<file path="src/ukal_pkg.sv">
// ----------------------------------------------------------------------------
// Unique key array list package
// Shared payload types, command and status codes, and the control and
// status bundles that pass between the controller and the datapath.
// ----------------------------------------------------------------------------
package ukal_pkg;

	localparam int DEPTH_DEF = 64;
	localparam int KEY_W     = 32;
	localparam int MODE_W    = 3;
	localparam int POS_W     = 7;
	localparam int STATUS_W  = 3;
	localparam int IDX_W     = 6;

	typedef enum logic [MODE_W-1:0] {
		MODE_APPEND = 3'd0,
		MODE_DELETE = 3'd1,
		MODE_INSERT = 3'd2,
		MODE_SEARCH = 3'd3,
		MODE_UPDATE = 3'd4,
		MODE_LIST   = 3'd5
	} mode_t;

	typedef enum logic [STATUS_W-1:0] {
		ST_OK       = 3'd0,
		ST_DUP      = 3'd1,
		ST_NOTFOUND = 3'd2,
		ST_FULL     = 3'd3,
		ST_BADPOS   = 3'd4
	} status_t;

	typedef enum logic [2:0] {
		IDX_ZERO,
		IDX_F,
		IDX_G,
		IDX_CNT,
		IDX_POS,
		IDX_PTR
	} idx_sel_t;

	typedef enum logic [1:0] {
		WR_COUNT,
		WR_POS,
		WR_F
	} wr_sel_t;

	typedef struct packed {
		logic [MODE_W-1:0] mode;
		logic [KEY_W-1:0]  key;
		logic [KEY_W-1:0]  new_key;
		logic [POS_W-1:0]  position;
	} req_t;

	typedef struct packed {
		logic [STATUS_W-1:0] status;
		logic [IDX_W-1:0]    index;
		logic [KEY_W-1:0]    entry;
		logic                last;
	} rsp_t;

	typedef struct packed {
		logic     ld_in;
		logic     scan_start;
		logic     scan_step;
		logic     dn_start;
		logic     dn_step;
		logic     up_start;
		logic     up_step;
		logic     list_start;
		logic     list_rd;
		logic     res_ld;
		status_t  res_status;
		idx_sel_t res_idx;
		logic     res_list;
		logic     wr_en;
		wr_sel_t  wr_sel;
		logic     cnt_inc;
		logic     cnt_dec;
	} ctl_cmd_t;

	typedef struct packed {
		logic [MODE_W-1:0] mode;
		logic              f_found;
		logic              g_found;
		logic              g_eq_f;
		logic              full;
		logic              bad_pos;
		logic              empty;
		logic              scan_done;
		logic              dn_done;
		logic              up_done;
		logic              rsp_free;
		logic              list_last;
	} dp_stat_t;

endpackage

</file>
<file path="src/ukal_ram.sv">
// ----------------------------------------------------------------------------
// Generic RAM
// One write port and one read port with registered read data.
// ----------------------------------------------------------------------------
module ukal_ram #(
	parameter int WIDTH = 32,
	parameter int DEPTH = 64
) (
	input  logic                     clk,
	input  logic                     we,
	input  logic [$clog2(DEPTH)-1:0] waddr,
	input  logic [WIDTH-1:0]         wdata,
	input  logic                     re,
	input  logic [$clog2(DEPTH)-1:0] raddr,
	output logic [WIDTH-1:0]         rdata
);

	logic [WIDTH-1:0] mem_q [DEPTH];
	logic [WIDTH-1:0] rdata_q;

	always_ff @(posedge clk) begin
		if (we) begin
			mem_q[waddr] <= wdata;
		end
		if (re) begin
			rdata_q <= mem_q[raddr];
		end
	end

	assign rdata = rdata_q;

endmodule

</file>
<file path="src/ukal_dp.sv">
// ----------------------------------------------------------------------------
// Unique key array list datapath
// Key store, entry count, shared scan and shift pointer, match registers and the
// result register.
// ----------------------------------------------------------------------------
module ukal_dp #(
	parameter int DEPTH = ukal_pkg::DEPTH_DEF
) (
	input  logic               clk,
	input  logic               arst_n,
	input  ukal_pkg::req_t     req,
	input  ukal_pkg::ctl_cmd_t ctl,
	output ukal_pkg::dp_stat_t stat,
	output ukal_pkg::rsp_t     rsp,
	output logic               rsp_valid,
	input  logic               rsp_stall
);

	localparam int AW = $clog2(DEPTH);
	localparam int CW = $clog2(DEPTH + 1);

	ukal_pkg::req_t         req_q;
	ukal_pkg::rsp_t         rsp_q;
	logic                   rsp_valid_q;
	logic [CW-1:0]          cnt_q;
	logic [CW-1:0]          sp_q;
	logic [CW-1:0]          sp_dec;
	logic [CW:0]            sp_inc;
	logic                   scv_s1;
	logic [AW-1:0]          scidx_s1;
	logic                   wv_s1;
	logic [AW-1:0]          wa_s1;
	logic                   f_found_q;
	logic [AW-1:0]          f_idx_q;
	logic                   g_found_q;
	logic [AW-1:0]          g_idx_q;
	logic                   sp_lt_cnt;
	logic                   sp_gt_pos;
	logic                   rd_en;
	logic [AW-1:0]          rd_addr;
	logic [ukal_pkg::KEY_W-1:0] rd_data;
	logic                   we;
	logic [AW-1:0]          wa;
	logic [ukal_pkg::KEY_W-1:0] wd;
	logic [ukal_pkg::IDX_W-1:0] res_idx;
	logic                   rsp_free;

	assign sp_dec    = sp_q - CW'(1);
	assign sp_inc    = {1'b0, sp_q} + (CW + 1)'(1);
	assign sp_lt_cnt = sp_q < cnt_q;
	assign sp_gt_pos = ukal_pkg::POS_W'(sp_q) > req_q.position;
	assign rsp_free  = !rsp_valid_q || !rsp_stall;

	always_comb begin
		rd_en   = 1'b0;
		rd_addr = AW'(sp_q);
		if ((ctl.scan_step || ctl.dn_step) && sp_lt_cnt) begin
			rd_en = 1'b1;
		end else if (ctl.up_step && sp_gt_pos) begin
			rd_en   = 1'b1;
			rd_addr = AW'(sp_dec);
		end else if (ctl.list_rd) begin
			rd_en = 1'b1;
		end
	end

	always_comb begin
		we = 1'b0;
		wa = wa_s1;
		wd = rd_data;
		if (wv_s1) begin
			we = 1'b1;
		end else if (ctl.wr_en) begin
			we = 1'b1;
			case (ctl.wr_sel)
				ukal_pkg::WR_COUNT: begin
					wa = AW'(cnt_q);
					wd = req_q.key;
				end
				ukal_pkg::WR_POS: begin
					wa = AW'(req_q.position);
					wd = req_q.key;
				end
				ukal_pkg::WR_F: begin
					wa = f_idx_q;
					wd = req_q.new_key;
				end
				default: begin
					wa = f_idx_q;
					wd = req_q.key;
				end
			endcase
		end
	end

	ukal_ram #(
		.WIDTH(ukal_pkg::KEY_W),
		.DEPTH(DEPTH)
	) u_key_store (
		.clk  (clk),
		.we   (we),
		.waddr(wa),
		.wdata(wd),
		.re   (rd_en),
		.raddr(rd_addr),
		.rdata(rd_data)
	);

	always_ff @(posedge clk or negedge arst_n) begin
		if (!arst_n) begin
			cnt_q       <= '0;
			sp_q        <= '0;
			scv_s1      <= 1'b0;
			wv_s1       <= 1'b0;
			f_found_q   <= 1'b0;
			g_found_q   <= 1'b0;
			rsp_valid_q <= 1'b0;
		end else begin
			if (ctl.scan_start || ctl.list_start) begin
				sp_q <= '0;
			end else if (ctl.dn_start) begin
				sp_q <= CW'(f_idx_q) + CW'(1);
			end else if (ctl.up_start) begin
				sp_q <= cnt_q;
			end else if ((ctl.scan_step || ctl.dn_step) && sp_lt_cnt) begin
				sp_q <= sp_inc[CW-1:0];
			end else if (ctl.up_step && sp_gt_pos) begin
				sp_q <= sp_dec;
			end else if (ctl.res_ld && ctl.res_list) begin
				sp_q <= sp_inc[CW-1:0];
			end

			scv_s1 <= ctl.scan_step && sp_lt_cnt;
			wv_s1  <= (ctl.dn_step && sp_lt_cnt) || (ctl.up_step && sp_gt_pos);

			if (ctl.scan_start) begin
				f_found_q <= 1'b0;
				g_found_q <= 1'b0;
			end else if (scv_s1) begin
				if (!f_found_q && rd_data == req_q.key) begin
					f_found_q <= 1'b1;
				end
				if (!g_found_q && rd_data == req_q.new_key) begin
					g_found_q <= 1'b1;
				end
			end

			if (ctl.cnt_inc) begin
				cnt_q <= cnt_q + CW'(1);
			end else if (ctl.cnt_dec) begin
				cnt_q <= cnt_q - CW'(1);
			end

			if (ctl.res_ld) begin
				rsp_valid_q <= 1'b1;
			end else if (!rsp_stall) begin
				rsp_valid_q <= 1'b0;
			end
		end
	end

	always_comb begin
		case (ctl.res_idx)
			ukal_pkg::IDX_F:   res_idx = ukal_pkg::IDX_W'(f_idx_q);
			ukal_pkg::IDX_G:   res_idx = ukal_pkg::IDX_W'(g_idx_q);
			ukal_pkg::IDX_CNT: res_idx = ukal_pkg::IDX_W'(cnt_q);
			ukal_pkg::IDX_POS: res_idx = req_q.position[ukal_pkg::IDX_W-1:0];
			ukal_pkg::IDX_PTR: res_idx = ukal_pkg::IDX_W'(sp_q);
			default:           res_idx = '0;
		endcase
	end

	always_ff @(posedge clk) begin
		if (ctl.ld_in) begin
			req_q <= req;
		end
		scidx_s1 <= AW'(sp_q);
		wa_s1    <= ctl.dn_step ? AW'(sp_dec) : AW'(sp_q);
		if (scv_s1 && !f_found_q && rd_data == req_q.key) begin
			f_idx_q <= scidx_s1;
		end
		if (scv_s1 && !g_found_q && rd_data == req_q.new_key) begin
			g_idx_q <= scidx_s1;
		end
		if (ctl.res_ld) begin
			rsp_q.status <= ctl.res_status;
			rsp_q.index  <= res_idx;
			rsp_q.entry  <= ctl.res_list ? rd_data : '0;
			rsp_q.last   <= ctl.res_list ? (sp_inc == {1'b0, cnt_q}) : 1'b1;
		end
	end

	assign rsp       = rsp_q;
	assign rsp_valid = rsp_valid_q;

	assign stat.mode      = req_q.mode;
	assign stat.f_found   = f_found_q;
	assign stat.g_found   = g_found_q;
	assign stat.g_eq_f    = g_idx_q == f_idx_q;
	assign stat.full      = cnt_q == CW'(DEPTH);
	assign stat.bad_pos   = req_q.position > ukal_pkg::POS_W'(cnt_q);
	assign stat.empty     = cnt_q == '0;
	assign stat.scan_done = !sp_lt_cnt && !scv_s1;
	assign stat.dn_done   = !sp_lt_cnt && !wv_s1;
	assign stat.up_done   = !sp_gt_pos && !wv_s1;
	assign stat.rsp_free  = rsp_free;
	assign stat.list_last = sp_inc == {1'b0, cnt_q};

endmodule

</file>
<file path="src/ukal_ctrl.sv">
// ----------------------------------------------------------------------------
// Unique key array list controller
// Sequences the scan, shift, list and commit steps of one command.
// ----------------------------------------------------------------------------
module ukal_ctrl (
	input  logic               clk,
	input  logic               arst_n,
	input  logic               req_valid,
	output logic               req_stall,
	input  ukal_pkg::dp_stat_t stat,
	output ukal_pkg::ctl_cmd_t ctl
);

	typedef enum logic [7:0] {
		S_IDLE     = 8'b0000_0001,
		S_SCAN     = 8'b0000_0010,
		S_DECIDE   = 8'b0000_0100,
		S_SHDN     = 8'b0000_1000,
		S_SHUP     = 8'b0001_0000,
		S_FIN      = 8'b0010_0000,
		S_LIST_RD  = 8'b0100_0000,
		S_LIST_OUT = 8'b1000_0000
	} state_t;

	state_t state_q;
	state_t state_d;

	assign req_stall = state_q != S_IDLE;

	always_comb begin
		state_d = state_q;
		ctl     = '0;
		unique case (state_q)
			S_IDLE: begin
				if (req_valid) begin
					ctl.ld_in      = 1'b1;
					ctl.scan_start = 1'b1;
					state_d        = S_SCAN;
				end
			end
			S_SCAN: begin
				ctl.scan_step = 1'b1;
				if (stat.scan_done) begin
					state_d = S_DECIDE;
				end
			end
			S_DECIDE: begin
				unique case (stat.mode) inside
					ukal_pkg::MODE_APPEND, ukal_pkg::MODE_SEARCH,
					ukal_pkg::MODE_UPDATE: begin
						state_d = S_FIN;
					end
					ukal_pkg::MODE_DELETE: begin
						if (stat.f_found) begin
							ctl.dn_start = 1'b1;
							state_d      = S_SHDN;
						end else begin
							state_d = S_FIN;
						end
					end
					ukal_pkg::MODE_INSERT: begin
						if (!stat.f_found && !stat.full && !stat.bad_pos) begin
							ctl.up_start = 1'b1;
							state_d      = S_SHUP;
						end else begin
							state_d = S_FIN;
						end
					end
					ukal_pkg::MODE_LIST: begin
						if (stat.empty) begin
							state_d = S_FIN;
						end else begin
							ctl.list_start = 1'b1;
							state_d        = S_LIST_RD;
						end
					end
					default: begin
						state_d = S_IDLE;
					end
				endcase
			end
			S_SHDN: begin
				ctl.dn_step = 1'b1;
				if (stat.dn_done) begin
					state_d = S_FIN;
				end
			end
			S_SHUP: begin
				ctl.up_step = 1'b1;
				if (stat.up_done) begin
					state_d = S_FIN;
				end
			end
			S_FIN: begin
				if (stat.rsp_free) begin
					ctl.res_ld = 1'b1;
					state_d    = S_IDLE;
					unique case (stat.mode)
						ukal_pkg::MODE_APPEND: begin
							if (stat.f_found) begin
								ctl.res_status = ukal_pkg::ST_DUP;
								ctl.res_idx    = ukal_pkg::IDX_F;
							end else if (stat.full) begin
								ctl.res_status = ukal_pkg::ST_FULL;
							end else begin
								ctl.res_status = ukal_pkg::ST_OK;
								ctl.res_idx    = ukal_pkg::IDX_CNT;
								ctl.wr_en      = 1'b1;
								ctl.wr_sel     = ukal_pkg::WR_COUNT;
								ctl.cnt_inc    = 1'b1;
							end
						end
						ukal_pkg::MODE_DELETE: begin
							if (stat.f_found) begin
								ctl.res_status = ukal_pkg::ST_OK;
								ctl.res_idx    = ukal_pkg::IDX_F;
								ctl.cnt_dec    = 1'b1;
							end else begin
								ctl.res_status = ukal_pkg::ST_NOTFOUND;
							end
						end
						ukal_pkg::MODE_INSERT: begin
							if (stat.f_found) begin
								ctl.res_status = ukal_pkg::ST_DUP;
								ctl.res_idx    = ukal_pkg::IDX_F;
							end else if (stat.full) begin
								ctl.res_status = ukal_pkg::ST_FULL;
							end else if (stat.bad_pos) begin
								ctl.res_status = ukal_pkg::ST_BADPOS;
							end else begin
								ctl.res_status = ukal_pkg::ST_OK;
								ctl.res_idx    = ukal_pkg::IDX_POS;
								ctl.wr_en      = 1'b1;
								ctl.wr_sel     = ukal_pkg::WR_POS;
								ctl.cnt_inc    = 1'b1;
							end
						end
						ukal_pkg::MODE_SEARCH: begin
							if (stat.f_found) begin
								ctl.res_status = ukal_pkg::ST_OK;
								ctl.res_idx    = ukal_pkg::IDX_F;
							end else begin
								ctl.res_status = ukal_pkg::ST_NOTFOUND;
							end
						end
						ukal_pkg::MODE_UPDATE: begin
							if (!stat.f_found) begin
								ctl.res_status = ukal_pkg::ST_NOTFOUND;
							end else if (stat.g_found && !stat.g_eq_f) begin
								ctl.res_status = ukal_pkg::ST_DUP;
								ctl.res_idx    = ukal_pkg::IDX_G;
							end else begin
								ctl.res_status = ukal_pkg::ST_OK;
								ctl.res_idx    = ukal_pkg::IDX_F;
								ctl.wr_en      = 1'b1;
								ctl.wr_sel     = ukal_pkg::WR_F;
							end
						end
						default: begin
							ctl.res_status = ukal_pkg::ST_NOTFOUND;
						end
					endcase
				end
			end
			S_LIST_RD: begin
				ctl.list_rd = 1'b1;
				state_d     = S_LIST_OUT;
			end
			S_LIST_OUT: begin
				if (stat.rsp_free) begin
					ctl.res_ld     = 1'b1;
					ctl.res_list   = 1'b1;
					ctl.res_status = ukal_pkg::ST_OK;
					ctl.res_idx    = ukal_pkg::IDX_PTR;
					state_d        = stat.list_last ? S_IDLE : S_LIST_RD;
				end
			end
			default: begin
				state_d = S_IDLE;
			end
		endcase
	end

	always_ff @(posedge clk or negedge arst_n) begin
		if (!arst_n) begin
			state_q <= S_IDLE;
		end else begin
			state_q <= state_d;
		end
	end

endmodule

</file>
<file path="src/unique_key_array_list_unit.sv">
// ----------------------------------------------------------------------------
// Unique key array list unit
// Holds up to DEPTH unique 32-bit keys in a compact ordered list and runs
// append, delete, insert, search, update and list commands on it.
// ----------------------------------------------------------------------------
// The block takes one command at a time and raises req_stall until that
// command has handed its last result to the output register; a reserved
// mode ends without a result. After taking the command, the block scans the
// occupied entries through the single read port of the key RAM, one entry per
// cycle, and then decides on the command. A delete then shifts the entries
// behind the removed key and an insert shifts the entries from the position
// upward. The result is then committed. A list command gives one result beat
// per entry, or a single not-found beat on an empty list; each entry is read
// after the previous beat is loaded, and rsp_stall holds commits and beats back.
module unique_key_array_list_unit #(
	parameter int DEPTH = ukal_pkg::DEPTH_DEF
) (
	input  logic           clk,
	input  logic           arst_n,
	input  logic           req_valid,
	output logic           req_stall,
	input  ukal_pkg::req_t req,
	output logic           rsp_valid,
	input  logic           rsp_stall,
	output ukal_pkg::rsp_t rsp
);

	ukal_pkg::ctl_cmd_t ctl;
	ukal_pkg::dp_stat_t stat;

	ukal_ctrl u_ctrl (
		.clk      (clk),
		.arst_n   (arst_n),
		.req_valid(req_valid),
		.req_stall(req_stall),
		.stat     (stat),
		.ctl      (ctl)
	);

	ukal_dp #(
		.DEPTH(DEPTH)
	) u_dp (
		.clk      (clk),
		.arst_n   (arst_n),
		.req      (req),
		.ctl      (ctl),
		.stat     (stat),
		.rsp      (rsp),
		.rsp_valid(rsp_valid),
		.rsp_stall(rsp_stall)
	);

	a_no_result_overwrite: assert property (@(posedge clk) disable iff (!arst_n)
		ctl.res_ld |-> (!rsp_valid || !rsp_stall))
		else $error("Result loaded over a stalled beat.");

	a_no_grow_when_full: assert property (@(posedge clk) disable iff (!arst_n)
		ctl.cnt_inc |-> !stat.full)
		else $error("Entry count grown past capacity.");

	a_list_holds_input: assert property (@(posedge clk) disable iff (!arst_n)
		(rsp_valid && !rsp_stall && !rsp.last) |-> req_stall)
		else $error("New command taken in the middle of a list.");

endmodule

</file>
<file path="config.mk">
export PLATFORM = sky130hd
export DESIGN_NAME = unique_key_array_list_unit
export DESIGN_NICKNAME = d
export VERILOG_FILES = /design/src/ukal_pkg.sv /design/src/ukal_ram.sv /design/src/ukal_dp.sv /design/src/ukal_ctrl.sv /design/src/unique_key_array_list_unit.sv
export SDC_FILE = /design/constraint.sdc
export NUM_CORES = 2
export LEC_CHECK = 0
export BUFFER_PORTS_ARGS = -buffer_cell sky130_fd_sc_hd__buf_4
export CORE_ASPECT_RATIO = 0.7
export CORE_MARGIN = 3
export CORE_UTILIZATION = 50
export DETAILED_ROUTE_END_ITERATION = 8
export PLACE_DENSITY = 0.66
export SYNTH_ARGS = -nofsm -noshare
export SYNTH_HDL_FRONTEND = slang
export SYNTH_HIERARCHICAL = 1
export SYNTH_SLANG_ARGS = --single-unit
</file>
<file path="constraint.sdc">
create_clock -name clk -period 6.55 [get_ports clk]
set_input_delay 1.31 -clock clk [delete_from_list [all_inputs] [get_ports clk]]
set_output_delay 1.31 -clock clk [all_outputs]
set_load 0.05 [all_outputs]
</file>
**Word-level counts from Yosys, hierarchy flattened**

Memories as Yosys holds them, arrays and structs flattened. A register that Yosys moved wholly into a read port is not among the register bits.
Index checks and enable logic that the tools add are counted.

- Multiplexer cells: 90
- Magnitude comparators: 3
- Bitwise operators: 0
- Shifts and indexed selects: 0
- Add/sub/neg operators: 5
- Divide/modulo/power cells: 0
- Reduce and logical (&&, ||, !) cells: 45
- Multiply operators: 0
- Eq/ne operators: 33

Operator list:

| operator | count |
|---|---|
| $mux 32 | 3 |
| $mux 7 | 11 |
| $eq 32x32->1 | 2 |
| $pmux 8 s8 | 1 |
| $mux 8 | 7 |
| $mux 6 | 8 |
| $pmux 8 s4 | 1 |
| $mux 1 | 30 |
| $pmux 6 s5 | 1 |
| $mux 3 | 8 |
| $mux 4 | 6 |
| $pmux 3 s4 | 2 |
| $logic_and 1x1->1 | 17 |
| $mux 5 | 3 |
| $gt 7x7->1 | 2 |
| $pmux 7 s2 | 1 |
| $sub 7x1->7 const B | 2 |
| $eq 3x2->1 const B | 4 |
| $eq 3x3->1 const B | 4 |
| $pmux 6 s2 | 1 |
| $logic_not 1->1 | 11 |
| $mux 2 | 5 |
| $pmux 3 s3 | 1 |
| $add 7x1->8 const B | 1 |
| other kinds (31) | 44 |

- Input bits: 78
- ROM bits: 0
- Output and inout port bits: 44
- Word-level logic and storage cells: 197
- RAM bits: 2048
- Bits in latches: 0
- Register bits: 167
- Memories kept: 1

Memory list:

| name | words | width | read ports | clocked after memory_dff | write ports | RTL line | text |
|---|---|---|---|---|---|---|---|
| u_dp.u_key_store.mem_q | 64 | 32 | 1 | 1 | 1 | ukal_ram.sv:18 | `logic [WIDTH-1:0] mem_q [DEPTH];` |

**Logic depth before layout (Yosys ltp)**

- Depth after elaboration: 15
- Mapped depth: 21
- Gate-level depth less buffers: 18

**Modules after synthesis**

Netlist, hierarchy kept.

Modules (own cells, without submodules):

| module | seq. area each (µm²) | instances | cells an instance | area an instance (µm²) |
|---|---|---|---|---|
| ukal_ram | 62459.9 | 1 | 3370 | 79099.6 |
| ukal_dp | 4559.4 | 1 | 750 | 8548.2 |
| ukal_ctrl | 201.4 | 1 | 106 | 780.7 |

**Worst setup path after synthesis**

Ideal clock, no wire load.

- Path type: reg2reg
- From: register u_dp.cnt_q[4]
- To: memory u_dp.u_key_store.mem_q[32][0], enable pin
- Cell stages (with the launch flop): 19
- Data required time: 6089 ps
- Setup time: 461 ps
- Path buffers: 2
- Data arrival time: 5701 ps
- Period minus slack after synthesis: 6162 ps
- Setup slack: 388 ps
- Path through: dfrtp_1 > clkbuf_1 > inv_1 > ha_1 > a21oi_1 > nor2b_1 > o21ai_0 > o21ai_0 > o22a_1 > or3_1 > nor2_1 > clkbuf_1 > mux2i_1 > nor2_1 > a21oi_1 > o21ai_0 > nand3b_1 > or3_1 > nor3_1

RTL lines:

| what | RTL line | text |
|---|---|---|
| start: declaration | ukal_dp.sv:25 | `logic [CW-1:0] cnt_q;` |
| start signal: assignment | ukal_dp.sv:149 | `cnt_q <= cnt_q + CW'(1);` |
| start signal: assignment | ukal_dp.sv:151 | `cnt_q <= cnt_q - CW'(1);` |
| end: declaration | ukal_ram.sv:18 |  |

==> metrics.csv <==
metric,value,unit
final hold vios,0,
IO Port Bufs,121,
sequential power share,42.4,%
WHS,0.416,ns
flop and latch count out of synthesis,2247,
Post-DRT Antenna Nets,0,
yosys warns,6,
cell count along the critical path,13,
hpwl dp,148000,µm
"most common cell after layout, fill and taps aside",edfxtp_1,
status,"finished, final reports clean",
crit path kind,flip-flop to flip-flop,
Iter 0 DRT Violations,7189,
worst skew pair latency,0.84,ns
final setup vio count,0,
Worst EP arrival,6.58,ns
Avg Synthesized Cell Area,20.9,µm²
Post-synth EDFFs,2208,
root buffer selected by CTS,clkbuf_16,
FF-to-FF setup slack,0.52,ns
P per Cell Area,392,nW/µm²
r2r worst-path depth,13,
highest attainable clock frequency,166,MHz
post-route minimum period,6.03,ns
GRT Total Usage,27.0,%
post-CTS setup buffers,0,
startpoint types,flip-flop,
utilization after layout,57.6,%
Clock Skew,0.0347,ns
slew margin rel.,8.95,%
sw frac,30.8,%
post-cts repair resize count,0,
Starting Density,50.6,%
Worst-path clk slew,0.06,ns
period utilization,92.1,%
layout cells sized above 1,28.0,%
WP data required,7.10,ns
syn nets,4334,
vias in the first global route,44700,
# DRC,0,
total core area,175000,µm²
die area,182000,µm²
CTS Sinks,2247,
IO Pins,122,
crit-path max cell delay,1.04,ns
total gr overflow,0,
CP Capture Type,flip-flop,
Die X,509,µm
CTS tree,yes,
Final Net Count,4681,
detailed-route via count,45700,
Crit path buffers/inverters,2,
Peak VDD IR,0.294,mV
post-synth cell types,86,
H-tree levels,4,
Setup TNS,0,ns
CP max stage cell,xnor2_2,
Synth Flop Type,edfxtp_1,
Comb pwr share,28.4,%
"commonest cells after routing, fill and taps aside","edfxtp_1 (2208), mux4_2 (521), buf_4 (341)",
wire per inst,34.4,µm
final WL,244000,µm
Area Overhead vs Synth,13.9,%
Worst-Margin Slew,1.36,ns
Crit Path Max Fanout,23,
critical path's top delay family,simple AND/OR/NAND/NOR gates,
Pins Over Slew Limit,0,
mapped cell area,88400,µm²
DRT Pass-1 Iters,5,
fillers,12700,
Net Switching,12.2,mW
Pleak,31.8,nW
largest net degree at the start of global routing,77,
Setup WS post-layout,0.517,ns
"Seq/Total Area, Yosys",76.0,%
Reg-to-Reg Start,u_ctrl/state_q[3],
clock power share,29.3,%
Max Cap Viol,0,
Via density,6.45,
Crit Reg-Reg Endpoint,u_dp/u_key_store/rdata[9],
CTS max path bufs,3,
most frequent CP cell,or4_4,
hold buffers post-CTS,0,
Internal,27.3,mW
worst path cell trace,or4_4 -> or4_4 -> inv_1 -> o21a_1 -> o21a_4 -> nand3_1 -> xnor2_2 -> buf_4 -> mux4_2 -> mux2i_1 -> nor2_1 -> a311oi_1 -> nor4_1,
RSZ-0062 raised after global routing,false,
first-pass GRT wire length,344000,µm
pre-CTS setup slack,0.645,ns
initial antenna violation count,14,
routability cong.,0.909,
Die Y-Extent,358,µm
Synth async-reset ratio,1.20,%
Post-Synthesis Cells,4226,
total CTS buffers,194,
hold crit path type,primary input to async pin,
Cell Rows,128,
-- stage by stage --
| stage | instance area, µm² | power, mW | instances |
|---|---|---|---|
| after floorplan | 88400 | 23.9 | 4226 |
| after global placement | 94400 | 28.0 | 6716 |
| after detailed placement | 94400 | 28.1 | 6716 |
| after CTS | 101000 | 39.5 | 7077 |
| after global routing | 101000 | 40.9 | 7078 |
| final | 101000 | 39.5 | 7080 |
-- power by group through the flow --
| stage | registers (mW) | logic, mW | clock network, mW |
|---|---|---|---|
| 3_5_place_dp | 17.1 | 11.0 | 0 |
| 5_1_grt | 16.8 | 11.8 | 12.3 |
| 4_1_cts | 16.7 | 11.1 | 11.7 |
| 3_3_place_gp | 17.0 | 11.0 | 0 |
| 2_1_floorplan | 17.0 | 6.87 | 0 |
| 6_report | 16.8 | 11.2 | 11.6 |
-- cell usage after synthesis (8+ instances only) --
library cell  number  area, µm²
mux2_2            10        113
nand3b_1           8       60.1
o221ai_1          28        245
a311oi_1          12        105
clkbuf_1         111        417
nor3_1            17       85.1
o21ai_0           58        290
xor2_1            52        455
dfrtp_1           26        651
or3_1              9       56.3
nor2b_1           23        144
nand2_1           99        372
o22ai_1           93        582
nor4_1            21        131
buf_2             44        220
nor2_1           186        698
mux2i_1          161       1610
a221oi_1          16        140
inv_1             33        124
and2_1            35        219
a21oi_1           95        475
xnor2_1           48        420
a211oi_1          15        113
ha_1              29        363
a22o_1             8       70.1
buf_6             27        304
buf_4             33        248
nand3_1           25        125
dfxtp_1           12        240
nand4_1           16        100
edfxtp_1        2208      66300
buf_1             14       52.6
nand2b_1          18        113
a31oi_1            8       50.1
mux4_2           521      11700
-- layout make-up --
class                      instances  area [µm²]  share of cell area (%)
multi-input combinational       1712       20700                    20.6
tap                             2340        2930                    2.91
clock buffer                     239        5110                    5.07
timing repair buffer             385        3440                    3.42
sequential                      2247       67200                    66.7
clock inverter                   122        1200                    1.19
antenna                            2        5.00                 0.00497
inverter                          33         124                   0.123
-- layer usage --
layer	vias to the layer above	GRT usage, %	share of wire (%)
met4	0	6.56	2.2
met5	-	0	0
met2	2807	37.7	43
li1	18200	-	-
met3	338	9.83	14
met1	24300	40.7	40
-- kinds of logic after synthesis --
| kind of cell | share of synthesized area, % |
|---|---|
| DFF | 76.0 |
| muxes | 15.3 |
| and+or+nand+nor | 2.79 |
| AOI/OAI and AO/OA | 2.84 |
| buffers and inverters | 1.62 |
| xor gates and xnor gates | 0.990 |
| adders and majority gates | 0.433 |
-- worst max-delay path by stage --
stage	slack (ns)	to	from
2_1_floorplan	0.39	u_dp/u_key_store/mem_q[32][0]	u_dp/cnt_q[4]
3_3_place_gp	0.15	u_dp/u_key_store/rdata[15]	u_ctrl/state_q[3]
3_5_place_dp	0.65	u_dp/u_key_store/rdata[19]	u_ctrl/state_q[3]
4_1_cts	0.60	u_dp/u_key_store/rdata[19]	u_ctrl/state_q[3]
5_1_grt	0.23	u_dp/u_key_store/rdata[19]	u_ctrl/state_q[3]
6_report	0.52	u_dp/u_key_store/rdata[9]	u_ctrl/state_q[3]
-- state kept, by name, summed over array words and instances (netlist names), 3 cells and up --
signal / cells
u_dp/sp_q: 7
u_dp/g_idx_q: 6
u_dp/u_key_store/mem_q: 2048
u_dp/wa_s1: 6
u_ctrl/state_q: 8
u_dp/scidx_s1: 6
u_dp/u_key_store/rdata: 32
u_dp/stat: 3
u_dp/cnt_q: 7
u_dp/req_q: 71
u_dp/rsp: 42
u_dp/f_idx_q: 6
No activity file was read; power rests on OpenSTA's default activity.
